$ cat src/rtl/pcm_frame_downmix_unit_assert.svh
// Assertion macros for the downmix unit.
`ifndef PCM_FRAME_DOWNMIX_UNIT_ASSERT_SVH
`define PCM_FRAME_DOWNMIX_UNIT_ASSERT_SVH

`ifndef ASSERT_OFF
`define PCMDM_ASSERT_IMPL(label, clk, rst, ante, cons, msg) \
   label: assert property (@(posedge clk) disable iff (rst) (ante) |-> (cons)) \
      else $error(msg);
`define PCMDM_ASSERT_NEXT(label, clk, rst, ante, cons, msg) \
   label: assert property (@(posedge clk) disable iff (rst) (ante) |=> (cons)) \
      else $error(msg);
`else
`define PCMDM_ASSERT_IMPL(label, clk, rst, ante, cons, msg)
`define PCMDM_ASSERT_NEXT(label, clk, rst, ante, cons, msg)
`endif

`endif

$ cat src/rtl/pcmdm_pkg.sv
`timescale 1ns / 1ps

package pcmdm_pkg;

   localparam int MAX_CHANNELS_DEFAULT = 8;
   localparam int DIVISOR_W = 6;

   // register indexes
   localparam logic [2:0] CSR_SAMPLE_WIDTH_CODE = 3'd0;
   localparam logic [2:0] CSR_CHANNEL_COUNT     = 3'd1;
   localparam logic [2:0] CSR_BLOCK_ALIGN       = 3'd2;
   localparam logic [2:0] CSR_CHUNK_BYTES       = 3'd3;
   localparam logic [2:0] CSR_FILE_REST_BYTES   = 3'd4;

   // sample width codes
   localparam logic [1:0] WIDTH_8  = 2'd0;
   localparam logic [1:0] WIDTH_16 = 2'd1;
   localparam logic [1:0] WIDTH_24 = 2'd2;
   localparam logic [1:0] WIDTH_32 = 2'd3;

   // error codes
   localparam logic [1:0] ERR_NONE      = 2'd0;
   localparam logic [1:0] ERR_ALIGN     = 2'd1;
   localparam logic [1:0] ERR_PARTIAL   = 2'd2;
   localparam logic [1:0] ERR_TRUNCATED = 2'd3;

   localparam logic signed [31:0] Q31_MAX = 32'sh7FFF_FFFF;
   localparam logic signed [31:0] Q31_MIN = 32'sh8000_0000;

   typedef enum logic [2:0] {
      ST_IDLE,
      ST_CHECK,
      ST_CHUNK_DIV,
      ST_SAMPLE,
      ST_MIX_DIV,
      ST_FRAME,
      ST_EMIT
   } state_type;

   typedef enum logic [1:0] {
      PH_IDLE,
      PH_RUN,
      PH_DONE,
      PH_ERR
   } phase_type;

   typedef struct packed {
      logic signed [31:0] mono_sample;
      logic signed [31:0] running_min;
      logic signed [31:0] running_max;
      logic [31:0]        frame_number;
      logic               last_frame;
      logic [1:0]         error_code;
   } rsp_word_type;

   typedef struct packed {
      logic busy;
      logic done;
   } div_status_type;

   // left-align a raw little-endian sample into Q1.31
   function automatic logic signed [31:0] to_q31(logic [31:0] raw, logic [1:0] code);
      case (code)
         WIDTH_8:  return {~raw[7], raw[6:0], 24'd0};
         WIDTH_16: return {raw[15:0], 16'd0};
         WIDTH_24: return {raw[23:0], 8'd0};
         default:  return raw;
      endcase
   endfunction

endpackage

$ cat src/rtl/pcmdm_div.sv
`timescale 1ns / 1ps

// Restoring divider, one quotient bit per cycle, small divisor.
module pcmdm_div #(
   parameter int DIV_W = 35
) (
   input  logic                              clock,
   input  logic                              reset,
   input  logic                              start,
   input  logic [DIV_W-1:0]                  dividend,
   input  logic [pcmdm_pkg::DIVISOR_W-1:0]   divisor,
   output pcmdm_pkg::div_status_type         status,
   output logic [DIV_W-1:0]                  quotient,
   output logic [pcmdm_pkg::DIVISOR_W-1:0]   remainder
);
   import pcmdm_pkg::*;

   localparam int CNT_W = $clog2(DIV_W + 1);

   logic                 busy_ff, busy_in;
   logic                 done_ff, done_in;
   logic [CNT_W-1:0]     cnt_ff, cnt_in;
   logic [DIV_W-1:0]     quo_ff, quo_in;
   logic [DIVISOR_W-1:0] rem_ff, rem_in;
   logic [DIVISOR_W-1:0] dsr_ff, dsr_in;
   logic [DIVISOR_W:0]   shifted;
   logic [DIVISOR_W:0]   diff;
   logic                 fits;

   always_comb begin
      shifted = {rem_ff, quo_ff[DIV_W-1]};
      diff    = shifted - {1'b0, dsr_ff};
      fits    = shifted >= {1'b0, dsr_ff};
      busy_in = busy_ff;
      done_in = 1'b0;
      cnt_in  = cnt_ff;
      quo_in  = quo_ff;
      rem_in  = rem_ff;
      dsr_in  = dsr_ff;
      if (start) begin
         busy_in = 1'b1;
         cnt_in  = CNT_W'(DIV_W);
         quo_in  = dividend;
         rem_in  = '0;
         dsr_in  = divisor;
      end else if (busy_ff) begin
         quo_in = {quo_ff[DIV_W-2:0], fits};
         rem_in = fits ? diff[DIVISOR_W-1:0] : shifted[DIVISOR_W-1:0];
         cnt_in = cnt_ff - CNT_W'(1);
         if (cnt_ff == CNT_W'(1)) begin
            busy_in = 1'b0;
            done_in = 1'b1;
         end
      end
   end

   always_ff @(posedge clock) begin
      if (reset) begin
         busy_ff <= 1'b0;
         done_ff <= 1'b0;
         cnt_ff  <= '0;
      end else begin
         busy_ff <= busy_in;
         done_ff <= done_in;
         cnt_ff  <= cnt_in;
      end
      quo_ff <= quo_in;
      rem_ff <= rem_in;
      dsr_ff <= dsr_in;
   end

   assign status.busy = busy_ff;
   assign status.done = done_ff;
   assign quotient    = quo_ff;
   assign remainder   = rem_ff;

endmodule

$ cat src/rtl/pcmdm_rsp_buf.sv
`timescale 1ns / 1ps

// Output register: holds one result word until the receiver takes it.
module pcmdm_rsp_buf (
   input  logic                    clock,
   input  logic                    reset,
   input  logic                    load,
   input  pcmdm_pkg::rsp_word_type load_word,
   output logic                    ready,
   output logic                    rsp_valid,
   input  logic                    rsp_stall,
   output pcmdm_pkg::rsp_word_type rsp_word
);
   import pcmdm_pkg::*;

   logic         valid_ff, valid_in;
   rsp_word_type word_ff, word_in;

   always_comb begin
      ready    = !valid_ff || !rsp_stall;
      valid_in = valid_ff && rsp_stall;
      word_in  = word_ff;
      if (load && ready) begin
         valid_in = 1'b1;
         word_in  = load_word;
      end
   end

   always_ff @(posedge clock) begin
      if (reset) begin
         valid_ff <= 1'b0;
      end else begin
         valid_ff <= valid_in;
      end
      word_ff <= word_in;
   end

   assign rsp_valid = valid_ff;
   assign rsp_word  = word_ff;

endmodule

$ cat src/rtl/pcm_frame_downmix_unit.sv
// PCM data chunk to mono downmix.
// Input: one byte of the data chunk per word on req_* (valid/stall). Bytes
// build little-endian samples of 8/16/24/32 bits, converted to Q1.31; the
// channels of a frame are summed and divided by the channel count.
// Output: one word per frame on rsp_* with the mono value, running min/max,
// frame index and last-frame flag; or one error word, after which (and after
// the last frame) further bytes are taken and dropped.
// Configuration: csr_write/csr_index/csr_wdata, written while idle.
// Timing: a byte that finishes a frame waits for the shared bit-serial
// divider, DIV_W = 32 + log2(MAX_CHANNELS); the first byte of a chunk also
// waits for the frame-count divide on that divider.
// req_stall is high while a byte is in work.
// A result sits in an output register; while rsp_stall holds it, the block
// still finishes the next byte and only waits when it has a second result.
// Reset (synchronous) restores the register defaults and the start-of-chunk
// state; no clearing pass is needed.
`timescale 1ns / 1ps
`include "pcm_frame_downmix_unit_assert.svh"

module pcm_frame_downmix_unit #(
   parameter int MAX_CHANNELS = pcmdm_pkg::MAX_CHANNELS_DEFAULT
) (
   input  logic               clock,
   input  logic               reset,
   input  logic               csr_write,
   input  logic [2:0]         csr_index,
   input  logic [31:0]        csr_wdata,
   input  logic               req_valid,
   output logic               req_stall,
   input  logic [7:0]         req_data_byte,
   output logic               rsp_valid,
   input  logic               rsp_stall,
   output logic signed [31:0] rsp_mono_sample,
   output logic signed [31:0] rsp_running_min,
   output logic signed [31:0] rsp_running_max,
   output logic [31:0]        rsp_frame_number,
   output logic               rsp_last_frame,
   output logic [1:0]         rsp_error_code
);
   import pcmdm_pkg::*;

   localparam int SUM_W = 32 + $clog2(MAX_CHANNELS);
   localparam int CH_W  = $clog2(MAX_CHANNELS + 1);

   // configuration
   logic [1:0]  width_code_ff;
   logic [3:0]  channel_count_ff;
   logic [15:0] block_align_ff;
   logic [31:0] chunk_bytes_ff;
   logic [31:0] file_rest_ff;

   // work state
   state_type               state_ff, state_in;
   phase_type               phase_ff, phase_in;
   logic [7:0]              byte_ff, byte_in;
   logic [1:0]              pos_ff, pos_in;
   logic [31:0]             asm_ff, asm_in;
   logic [CH_W-1:0]         idx_ff, idx_in;
   logic signed [SUM_W-1:0] sum_ff, sum_in;
   logic                    neg_ff, neg_in;
   logic [31:0]             frames_left_ff, frames_left_in;
   logic [31:0]             rest_ff, rest_in;
   logic [31:0]             frame_cnt_ff, frame_cnt_in;
   logic signed [31:0]      min_ff, min_in;
   logic signed [31:0]      max_ff, max_in;
   logic signed [31:0]      mono_ff, mono_in;
   rsp_word_type            res_ff, res_in;

   // combinational helpers
   logic [2:0]              bytes;
   logic [6:0]              align_prod;
   logic                    align_ok;
   logic [CH_W-1:0]         nch;
   logic [31:0]             asm_next;
   logic [2:0]              pos_plus;
   logic [CH_W:0]           idx_plus;
   logic signed [SUM_W-1:0] sum_new;
   logic [SUM_W-1:0]        sum_abs;
   logic [31:0]             q32;
   logic [31:0]             fl_dec;

   // shared divider
   logic                   div_start;
   logic [SUM_W-1:0]       div_dividend;
   logic [DIVISOR_W-1:0]   div_divisor;
   div_status_type         div_stat;
   logic [SUM_W-1:0]       div_quo;
   logic [DIVISOR_W-1:0]   div_rem;

   logic                   buf_load;
   logic                   buf_ready;
   rsp_word_type           rsp_word;

   pcmdm_div #(
      .DIV_W (SUM_W)
   ) u_div (
      .clock     (clock),
      .reset     (reset),
      .start     (div_start),
      .dividend  (div_dividend),
      .divisor   (div_divisor),
      .status    (div_stat),
      .quotient  (div_quo),
      .remainder (div_rem)
   );

   pcmdm_rsp_buf u_rsp_buf (
      .clock     (clock),
      .reset     (reset),
      .load      (buf_load),
      .load_word (res_ff),
      .ready     (buf_ready),
      .rsp_valid (rsp_valid),
      .rsp_stall (rsp_stall),
      .rsp_word  (rsp_word)
   );

   assign rsp_mono_sample  = rsp_word.mono_sample;
   assign rsp_running_min  = rsp_word.running_min;
   assign rsp_running_max  = rsp_word.running_max;
   assign rsp_frame_number = rsp_word.frame_number;
   assign rsp_last_frame   = rsp_word.last_frame;
   assign rsp_error_code   = rsp_word.error_code;

   assign req_stall = (state_ff != ST_IDLE);

   always_ff @(posedge clock) begin
      if (reset) begin
         width_code_ff    <= WIDTH_16;
         channel_count_ff <= 4'd1;
         block_align_ff   <= 16'd2;
         chunk_bytes_ff   <= '0;
         file_rest_ff     <= '0;
      end else if (csr_write) begin
         case (csr_index)
            CSR_SAMPLE_WIDTH_CODE: width_code_ff    <= csr_wdata[1:0];
            CSR_CHANNEL_COUNT:     channel_count_ff <= csr_wdata[3:0];
            CSR_BLOCK_ALIGN:       block_align_ff   <= csr_wdata[15:0];
            CSR_CHUNK_BYTES:       chunk_bytes_ff   <= csr_wdata;
            CSR_FILE_REST_BYTES:   file_rest_ff     <= csr_wdata;
            default: ;
         endcase
      end
   end

   always_comb begin
      bytes      = {1'b0, width_code_ff} + 3'd1;
      align_prod = 7'(channel_count_ff) * 7'(bytes);
      align_ok   = (channel_count_ff != 4'd0)
                   && (32'(channel_count_ff) <= 32'(MAX_CHANNELS))
                   && (block_align_ff == 16'(align_prod));
      if (32'(channel_count_ff) > 32'(MAX_CHANNELS)) begin
         nch = CH_W'(MAX_CHANNELS);
      end else if (channel_count_ff == 4'd0) begin
         nch = CH_W'(1);
      end else begin
         nch = CH_W'(channel_count_ff);
      end
      asm_next = asm_ff | (32'(byte_ff) << {pos_ff, 3'b000});
      pos_plus = {1'b0, pos_ff} + 3'd1;
      idx_plus = {1'b0, idx_ff} + (CH_W + 1)'(1);
      sum_new  = sum_ff + SUM_W'(to_q31(asm_next, width_code_ff));
      sum_abs  = sum_new[SUM_W-1] ? SUM_W'(-sum_new) : SUM_W'(sum_new);
      q32      = div_quo[31:0];
      fl_dec   = frames_left_ff - 32'd1;
   end

   always_comb begin
      state_in       = state_ff;
      phase_in       = phase_ff;
      byte_in        = byte_ff;
      pos_in         = pos_ff;
      asm_in         = asm_ff;
      idx_in         = idx_ff;
      sum_in         = sum_ff;
      neg_in         = neg_ff;
      frames_left_in = frames_left_ff;
      rest_in        = rest_ff;
      frame_cnt_in   = frame_cnt_ff;
      min_in         = min_ff;
      max_in         = max_ff;
      mono_in        = mono_ff;
      res_in         = res_ff;
      div_start      = 1'b0;
      div_dividend   = SUM_W'(chunk_bytes_ff);
      div_divisor    = block_align_ff[DIVISOR_W-1:0];
      buf_load       = 1'b0;

      case (state_ff)
         ST_IDLE: begin
            if (req_valid) begin
               byte_in = req_data_byte;
               case (phase_ff)
                  PH_IDLE: state_in = ST_CHECK;
                  PH_RUN:  state_in = ST_SAMPLE;
                  default: state_in = ST_IDLE;  // ended: drop the byte
               endcase
            end
         end

         ST_CHECK: begin
            if (!align_ok) begin
               res_in   = '{32'sd0, min_ff, max_ff, frame_cnt_ff, 1'b0, ERR_ALIGN};
               phase_in = PH_ERR;
               state_in = ST_EMIT;
            end else begin
               // block_align equals the product here, so it fits the divisor
               div_start = 1'b1;
               state_in  = ST_CHUNK_DIV;
            end
         end

         ST_CHUNK_DIV: begin
            if (div_stat.done) begin
               if (div_rem != '0) begin
                  res_in   = '{32'sd0, min_ff, max_ff, frame_cnt_ff, 1'b0, ERR_PARTIAL};
                  phase_in = PH_ERR;
                  state_in = ST_EMIT;
               end else begin
                  frames_left_in = q32;
                  rest_in        = file_rest_ff;
                  pos_in         = '0;
                  asm_in         = '0;
                  idx_in         = '0;
                  sum_in         = '0;
                  if (q32 == 32'd0) begin
                     phase_in = PH_DONE;
                     state_in = ST_IDLE;
                  end else begin
                     phase_in = PH_RUN;
                     state_in = ST_SAMPLE;
                  end
               end
            end
         end

         ST_SAMPLE: begin
            asm_in = asm_next;
            if (pos_plus < bytes) begin
               pos_in   = pos_ff + 2'd1;
               state_in = ST_IDLE;
            end else begin
               pos_in = '0;
               if (rest_ff < 32'(bytes)) begin
                  res_in   = '{32'sd0, min_ff, max_ff, frame_cnt_ff, 1'b0, ERR_TRUNCATED};
                  phase_in = PH_ERR;
                  state_in = ST_EMIT;
               end else begin
                  rest_in = rest_ff - 32'(bytes);
                  asm_in  = '0;
                  sum_in  = sum_new;
                  if (idx_plus < {1'b0, nch}) begin
                     idx_in   = idx_ff + CH_W'(1);
                     state_in = ST_IDLE;
                  end else begin
                     // frame complete: divide the magnitude, fix sign later
                     neg_in       = sum_new[SUM_W-1];
                     div_start    = 1'b1;
                     div_dividend = sum_abs;
                     div_divisor  = DIVISOR_W'(nch);
                     state_in     = ST_MIX_DIV;
                  end
               end
            end
         end

         ST_MIX_DIV: begin
            if (div_stat.done) begin
               mono_in  = neg_ff ? (~q32 + 32'd1) : q32;
               state_in = ST_FRAME;
            end
         end

         ST_FRAME: begin
            min_in = (mono_ff < min_ff) ? mono_ff : min_ff;
            max_in = (mono_ff > max_ff) ? mono_ff : max_ff;
            frames_left_in = fl_dec;
            res_in.mono_sample  = mono_ff;
            res_in.running_min  = (mono_ff < min_ff) ? mono_ff : min_ff;
            res_in.running_max  = (mono_ff > max_ff) ? mono_ff : max_ff;
            res_in.frame_number = frame_cnt_ff;
            res_in.last_frame   = (fl_dec == 32'd0);
            res_in.error_code   = ERR_NONE;
            frame_cnt_in = frame_cnt_ff + 32'd1;
            idx_in       = '0;
            sum_in       = '0;
            if (fl_dec == 32'd0) begin
               phase_in = PH_DONE;
            end
            state_in = ST_EMIT;
         end

         ST_EMIT: begin
            if (buf_ready) begin
               buf_load = 1'b1;
               state_in = ST_IDLE;
            end
         end

         default: state_in = ST_IDLE;
      endcase
   end

   always_ff @(posedge clock) begin
      if (reset) begin
         state_ff       <= ST_IDLE;
         phase_ff       <= PH_IDLE;
         pos_ff         <= '0;
         asm_ff         <= '0;
         idx_ff         <= '0;
         sum_ff         <= '0;
         frames_left_ff <= '0;
         rest_ff        <= '0;
         frame_cnt_ff   <= '0;
         min_ff         <= Q31_MAX;
         max_ff         <= Q31_MIN;
      end else begin
         state_ff       <= state_in;
         phase_ff       <= phase_in;
         pos_ff         <= pos_in;
         asm_ff         <= asm_in;
         idx_ff         <= idx_in;
         sum_ff         <= sum_in;
         frames_left_ff <= frames_left_in;
         rest_ff        <= rest_in;
         frame_cnt_ff   <= frame_cnt_in;
         min_ff         <= min_in;
         max_ff         <= max_in;
      end
      byte_ff <= byte_in;
      neg_ff  <= neg_in;
      mono_ff <= mono_in;
      res_ff  <= res_in;
   end

   `PCMDM_ASSERT_IMPL(a_err_word_phase, clock, reset,
      rsp_valid && (rsp_error_code != ERR_NONE), phase_ff == PH_ERR, "error word outside error phase")
   `PCMDM_ASSERT_IMPL(a_last_word_phase, clock, reset,
      rsp_valid && rsp_last_frame, phase_ff == PH_DONE, "last frame word outside done phase")
   `PCMDM_ASSERT_IMPL(a_div_start_idle, clock, reset,
      div_start, !div_stat.busy, "divider restarted while busy")
   `PCMDM_ASSERT_NEXT(a_run_byte_sampled, clock, reset,
      req_valid && !req_stall && (phase_ff == PH_RUN), state_ff == ST_SAMPLE,
      "running byte not taken as sample data")

endmodule

$ cat config.mk
export PLATFORM = sky130hd
export DESIGN_NAME = pcm_frame_downmix_unit
export DESIGN_NICKNAME = d
export VERILOG_FILES = /design/src/rtl/pcmdm_pkg.sv /design/src/rtl/pcmdm_div.sv /design/src/rtl/pcmdm_rsp_buf.sv /design/src/rtl/pcm_frame_downmix_unit.sv
export VERILOG_INCLUDE_DIRS = /design/src /design/src/rtl
export SDC_FILE = /design/constraint.sdc
export NUM_CORES = 1
export LEC_CHECK = 0
export BUFFER_PORTS_ARGS = -buffer_cell sky130_fd_sc_hd__buf_2
export CORE_ASPECT_RATIO = 0.7
export CORE_UTILIZATION = 45
export CTS_BUF_LIST = sky130_fd_sc_hd__clkbuf_2 sky130_fd_sc_hd__clkbuf_4 sky130_fd_sc_hd__clkbuf_8
export DETAILED_ROUTE_END_ITERATION = 8
export GPL_TIMING_DRIVEN = 1
export PLACE_DENSITY = 0.62
export SYNTH_ARGS = -nofsm -noshare
export SYNTH_HDL_FRONTEND = slang
export SYNTH_SLANG_ARGS = --single-unit
export TNS_END_PERCENT = 5
$ cat constraint.sdc
create_clock -name clock -period 19.1 [get_ports clock]
set_input_delay 2.865 -clock clock [delete_from_list [all_inputs] [get_ports clock]]
set_output_delay 2.865 -clock clock [all_outputs]
set_load 0.05 [all_outputs]
## Word level (Yosys, flattened, before mapping)

Index checks and enable logic that the tools add are counted.

- $add $sub $neg: 13
- $mul: 1
- $lt $le $gt $ge: 8
- Equality and inequality tests: 27
- Shift-type cells: 1
- Multiplexer cells: 86
- Bitwise logic cells: 7
- Reduce and logical (&&, ||, !) cells: 40

Operator list:

| kind | count |
|---|---|
| two-way mux 131 bit | 5 |
| case mux 131 bit (4 select lines) | 1 |
| two-way mux 32 bit | 13 |
| two-way mux 35 bit | 11 |
| case mux 32 bit (2 select lines) | 3 |
| case mux 35 bit (3 select lines) | 1 |
| case mux 32 bit (3 select lines) | 1 |
| adder 32 x 1 -> 32 bit, second input constant | 2 |
| zero test 32 bit | 2 |
| two-way mux 6 bit | 7 |
| adder 35 x 32 -> 35 bit | 1 |
| negator 35 bit | 1 |
| greater-than comparator 32 bit | 1 |
| < comparator 32 x 3 -> 1 bit | 1 |
| < comparator 32 bit | 1 |
| NOT 32 bit | 1 |
| OR 32 bit | 1 |
| left shift 8 x 5 -> 32 bit | 1 |
| subtractor 32 x 1 -> 32 bit, second input constant | 1 |
| subtractor 32 x 3 -> 32 bit | 1 |
| two-way mux 4 bit | 7 |
| two-way mux 3 bit | 9 |
| two-way mux 2 bit | 11 |
| case mux 3 bit (7 select lines) | 1 |
| other kinds (44) | 99 |

- Flip-flop bits (word level): 683
- Bits of input ports: 48

## Longest topological paths before layout

- Depth in word-level cells: 12
- Mapped depth: 20
- Gate-level depth less buffers: 17

## Modules after synthesis

Synthesis repeated with hierarchy kept, for this count alone.

- Cell total of the unflattened synthesis: 3,411
- Area, all modules: 33,530.9 sq um

By module, submodules not included:

| module | times used | cells an instance | area an instance (sq um) | sequential area each (sq um) |
|---|---|---|---|---|
| pcm_frame_downmix_unit | 1 | 3,078 | 26,965.9 | 11,651.2 |
| pcmdm_rsp_buf | 1 | 136 | 3,972.6 | 3,953.8 |
| pcmdm_div | 1 | 197 | 2,592.5 | 1,511.4 |

## Worst setup path before layout

Ideal clock, no wire load.

- Path kind: register to register
- From: register width_code_ff[0]
- To: register res_ff[0] in the netlist's numbering (enable)
- Library setup time: 665 ps
- Data arrival time: 9,499 ps
- Data required time: 18,435 ps
- Path slack: 8,936 ps
- Cell stages (with the launch flop): 16
- Path buffers: 2
- Period minus slack after synthesis: 10,164 ps
- Cells stage by stage: dfxtp_1 ha_1 clkbuf_1 clkbuf_1 and2_1 fa_1 ha_1 inv_1 fa_1 xor2_1 nand4_1 nor4_1 nand3_1 nor2_1 o211a_1 a21oi_1

- Longest elaborated chain between the ends: 6
- Elaborated cells on any way between the ends: 10

Ends and longest elaborated chain:

| item | line | source |
|---|---|---|
| from (decl) | pcm_frame_downmix_unit.sv:46 | `logic [1:0] width_code_ff;` |
| from (signal assigned) | pcm_frame_downmix_unit.sv:136 | `CSR_SAMPLE_WIDTH_CODE: width_code_ff <= csr_wdata[1:0];` |
| adder 2 x 1 -> 3 bit (*) | pcm_frame_downmix_unit.sv:147 | `bytes = {1'b0, width_code_ff} + 3'd1;` |
| multiplier 4 x 3 -> 7 bit | pcm_frame_downmix_unit.sv:148 | `align_prod = 7'(channel_count_ff) * 7'(bytes);` |
| equality test 16 x 7 -> 1 bit | pcm_frame_downmix_unit.sv:151 | `&& (block_align_ff == 16'(align_prod));` |
| logical AND 1 bit | pcm_frame_downmix_unit.sv:151 |  |
| != test 2 bit (no source line) | n/a |  |
| AND reduction 6 bit (no source line) (*) | n/a |  |
| to (signal assigned) | pcm_frame_downmix_unit.sv:333 | `res_ff <= res_in;` |
| to (decl) | pcm_frame_downmix_unit.sv:67 | `rsp_word_type res_ff, res_in;` |

Every way passes the cells marked *; elsewhere a longest branch is shown, timed or not.
A chain may end at the register's enable or synchronous reset.

## Worst setup path in the final report

- From: register pos_ff[0]
- To: register u_div.quo_ff[21] (netlist: u_div.quotient[21]), data pin

- Longest elaborated chain between the ends: 11
- Elaborated cells on any way between the ends: 16

Ends and longest elaborated chain:

| item | line | source |
|---|---|---|
| from (decl) | pcm_frame_downmix_unit.sv:56 | `logic [1:0] pos_ff, pos_in;` |
| from (signal assigned) | pcm_frame_downmix_unit.sv:320 | `pos_ff <= pos_in;` |
| left shift 8 x 5 -> 32 bit | pcm_frame_downmix_unit.sv:159 | `asm_next = asm_ff \| (32'(byte_ff) << {pos_ff, 3'b000});` |
| OR 32 bit | pcm_frame_downmix_unit.sv:159 |  |
| case mux 32 bit (3 select lines) / NOT 1 bit (equally long branches) | pcmdm_pkg.sv:63, pcmdm_pkg.sv:64 |  |
| adder 35 x 32 -> 35 bit / case mux 32 bit (3 select lines) (equally long branches) | pcm_frame_downmix_unit.sv:162, pcmdm_pkg.sv:63 |  |
| negator 35 bit / adder 35 x 32 -> 35 bit (equally long branches) | pcm_frame_downmix_unit.sv:163, pcm_frame_downmix_unit.sv:162 |  |
| two-way mux 35 bit | pcm_frame_downmix_unit.sv:163 | `sum_abs = sum_new[SUM_W-1] ? SUM_W'(-sum_new) : SUM_W'(sum_new);` |
| two-way mux 35 bit | pcm_frame_downmix_unit.sv:252 | `if (idx_plus < {1'b0, nch}) begin` |
| two-way mux 35 bit | pcm_frame_downmix_unit.sv:244 | `if (rest_ff < 32'(bytes)) begin` |
| two-way mux 35 bit | pcm_frame_downmix_unit.sv:239 | `if (pos_plus < bytes) begin` |
| two-way mux 35 bit | pcm_frame_downmix_unit.sv:189 | `case (state_ff)` |
| two-way mux 35 bit (*) | pcmdm_div.sv:40 | `if (start) begin` |
| via u_div.quo_in[21] | pcmdm_div.sv:23 | `logic [DIV_W-1:0] quo_ff, quo_in;` |
| to (signal assigned) | pcmdm_div.sv:67 | `quo_ff <= quo_in;` |
| to (decl) | pcmdm_div.sv:23 |  |

The timed path passes the listed nets; every way through them passes the cells marked *.

==> impl_metrics.yaml <==
outcome:
  status: "completed"
routing:
  avgRoutedWirePerCell_um: 19.3
  drt_total_wl_um: 89300
  drt_first_iter_violations: 2653
  dr.pass1.iters: 5
  drt-vias-per-instance: 5.60
  remaining_drc_errors: 0
  route.vias.total: 25900
  detail-route-antenna-nets: 0
clock_network:
  cts_inserted_buffers: 104
  tritoncts: "built"
  max-clock-path-buffers: 3
  clock-sinks: 683
  clk-insertion-delay-late_ns: 0.75
  post-cts-setup-buffers: 0
  cts-hold-fix-buffers: 0
  clkSlewWorstSetupHoldPaths_ns: 0.07
  cts.htree.levels: 3
  cts-resized-gates: 0
  cts.root.buffer_cell: "clkbuf_8"
setup_path:
  critical_path.startpoint_type: "register"
  crit_path_max_fanout: 27
  criticalPathCategory: "reg2reg"
  worst-endpoint-arrival_ns: 7.06
  setup.worst_path.end_class: "register"
  worstPathRequired_ns: 19.57
timing:
  timing.clock.skew_ns: 0.0477
  final_max_slew_viol_count: 0
  fmaxAchievable_ghz: 0.152
  setup-tns-final_ns: 0
  finalSetupViolations: 0
  setup_repair_after_global_routing_missed_its_margin: "no"
  post-route-min-period_ns: 6.59
  worst_slew_pin_slew_ns: 1.18
  timing.max_slew.rel_slack: 0.216
  final.period_utilization: 0.345
  final_hold_viols: 0
power:
  p_comb_frac: 0.195
  power.internal_mw: 2.68
  pwr-share-clk: 0.342
  netSwitchingPower_mw: 1.23
  static-leakage-power_nw: 14.0
  power.switching_fraction: 0.314
  share_seq_of_total_power: 0.464
  vdd_ir_max_uv: 53.1
  power-per-cell-area_mw_per_mm2: 105
  total_power_mw: 3.91
yosys:
  yosys_register_bits: 683
  post_synth.cell_area_avg_um2: 9.63
  post_synth_inst_count: 3439
  synth_area_leader_cell: "edfxtp_1"
  yosys_warnings: 0
  synth_seq_area_share: 0.517
  syn_area_mm2: 0.0331
  async_reset_ff_frac: 0
  cell_with_the_most_instances_after_synthesis: "nand2_1"
  yosys-top-cells-area: "edfxtp_1, dfxtp_1, a21oi_1, nand2_1, ha_1"
  synthDominantCellAreaShare: 0.312
  number_of_enable_type_register_cells_in_the_synthesized_netlist: 344
  synthTopCellsByCount: "nand2_1, edfxtp_1, dfxtp_1"
  synthFlopType: "edfxtp_1"
  synthesis.nets: 3624
  synth_cell_type_count: 80
final_layout:
  fill_cells: 6663
  area_delta_synth_final_pct: 12.0
  num-nets-final: 3745
  final_layout_size_suffix_gt1_frac: 0.130
  utilization: 0.514
  multi_input_comb_area_mm2: 0.0148
  seq_area_mm2: 0.0171
floorplan:
  i_o_pin_count: 181
  die_y_um: 229
  design.die.area_mm2: 0.0747
  initial_utilization: 0.459
  core_area_mm2: 0.0721
  placementRows: 82
  die_w_um: 326
grt:
  number_of_antenna_violations_at_the_first_check_in_global_routing: 4
  grt_max_degree: 190
  vias_in_the_first_global_route: 23500
  global_route.usage.total: 0.235
  grt_remaining_overflow: 0
  grt_first_pass_wirelength_um: 138000
placement:
  placement.io_buffers: 180
  dpl.hpwl_um: 62100
  rd_place_congestion: 0.904
worst_hold_path:
  worst_hold_path_type: "reg2reg"
job:
  maxCapViolCount: 0
==> logic make-up after synthesis <==
family / synth area share
muxes: 0.0316
DFF: 0.517
xor gates and xnor gates: 0.0378
and+or+nand+nor: 0.161
AOI/OAI and AO/OA: 0.160
adders and majority gates: 0.0531
buffers and inverters: 0.0391
==> final timing paths <==
kind,slack (ns),start,endpoint,cells after the start
hold / removal,0.40,res_ff[51],u_rsp_buf.rsp_word[51],0
setup reg to reg,12.51,pos_ff[0],u_div.quotient[21],15
hold reg to reg,0.40,res_ff[51],u_rsp_buf.rsp_word[51],0
setup / recovery,12.51,pos_ff[0],u_div.quotient[21],15
==> registers in the layout (all words and copies together), names as in the netlist, 32 cells and up <==
register / flops
frames_left_ff: 32
frame_cnt_ff: 32
max_ff: 32
file_rest_ff: 32
asm_ff: 32
min_ff: 32
rest_ff: 32
res_ff: 131
u_div.quotient: 35
chunk_bytes_ff: 32
mono_ff: 32
u_rsp_buf.rsp_word: 131
sum_ff: 35
==> power groups by stage <==
stage / Clock, mW / Sequential (mW) / Combinational, mW
CTS: 1.37 / 1.81 / 0.751
global placement: 0 / 1.84 / 0.744
floorplan: 0 / 1.83 / 0.530
finish: 1.34 / 1.81 / 0.762
global route: 1.43 / 1.83 / 0.837
detailed placement: 0 / 1.84 / 0.747
==> cell usage in the layout, fill, tap and decap left out, types with 22 or more instances in the layout <==
cell | synthesis | layout
a211oi_1 | 36 | 36
a21o_1 | 78 | 78
a21oi_1 | 332 | 328
a22oi_1 | 48 | 48
buf_2 | 2 | 179
buf_4 | 0 | 33
clkbuf_4 | 0 | 33
clkbuf_8 | 0 | 116
dfxtp_1 | 339 | 339
edfxtp_1 | 344 | 344
ha_1 | 131 | 131
inv_1 | 136 | 136
mux2_2 | 29 | 29
mux2i_1 | 72 | 72
nand2_1 | 438 | 436
nand3_1 | 113 | 113
nand4_1 | 37 | 37
nor2_1 | 338 | 337
nor2b_1 | 28 | 28
nor3_1 | 68 | 67
nor4_1 | 24 | 24
o21ai_0 | 174 | 173
o31ai_1 | 22 | 22
xnor2_1 | 79 | 79
xor2_1 | 64 | 64
==> per-layer routing <==
| layer | part of all wire | wire length [um] | vias to the layer above | GRT usage |
|---|---|---|---|---|
| met5 | 0 | 0 | - | 0 |
| met4 | 0.025 | 2250 | 0 | 0.0703 |
| met3 | 0.089 | 7940 | 149 | 0.0659 |
| met2 | 0.39 | 34600 | 837 | 0.306 |
| met1 | 0.50 | 44500 | 12300 | 0.367 |
| li1 | - | - | 12600 | - |
==> layout make-up <==
cell class,count,share of cell area
Antenna cell,4,0.000270
Clock buffer,149,0.0497
Timing Repair Buffer,214,0.0318
Clock inverter,46,0.0120
Tap cell,966,0.0326
Inverter,139,0.0141
Multi-Input combinational cell,2418,0.398
Sequential cell,683,0.461
==> stage by stage <==
| step | std cells | area [um^2] | setup slack [ns] | hold WS, ns |
|---|---|---|---|---|
| floorplan | 3439 | 33100 | 8.94 | 0.400 |
| global placement | 4420 | 34800 | 12.78 | 0.402 |
| detailed placement | 4420 | 34800 | 12.63 | 0.405 |
| CTS | 4615 | 37100 | 12.64 | 0.416 |
| global route | 4617 | 37100 | 11.88 | 0.422 |
| finish | 4619 | 37100 | 12.51 | 0.400 |
==> worst max-delay path: stages, from the launching register on <==
cell      delay [ns]
dfxtp_1         0.41
nor2_1          0.79
a21oi_1         0.34
nor2_1          0.19
ha_1            0.29
a21oi_1         0.38
o21ai_0         0.20
a21oi_1         0.49
a211oi_1        0.22
o41ai_1         0.35
a21oi_1         0.13
xor2_1          0.86
clkinv_1        1.01
o21ai_0         0.35
xor2_1          0.18
o21ai_0         0.09
Power figures use the tool's default switching activity.
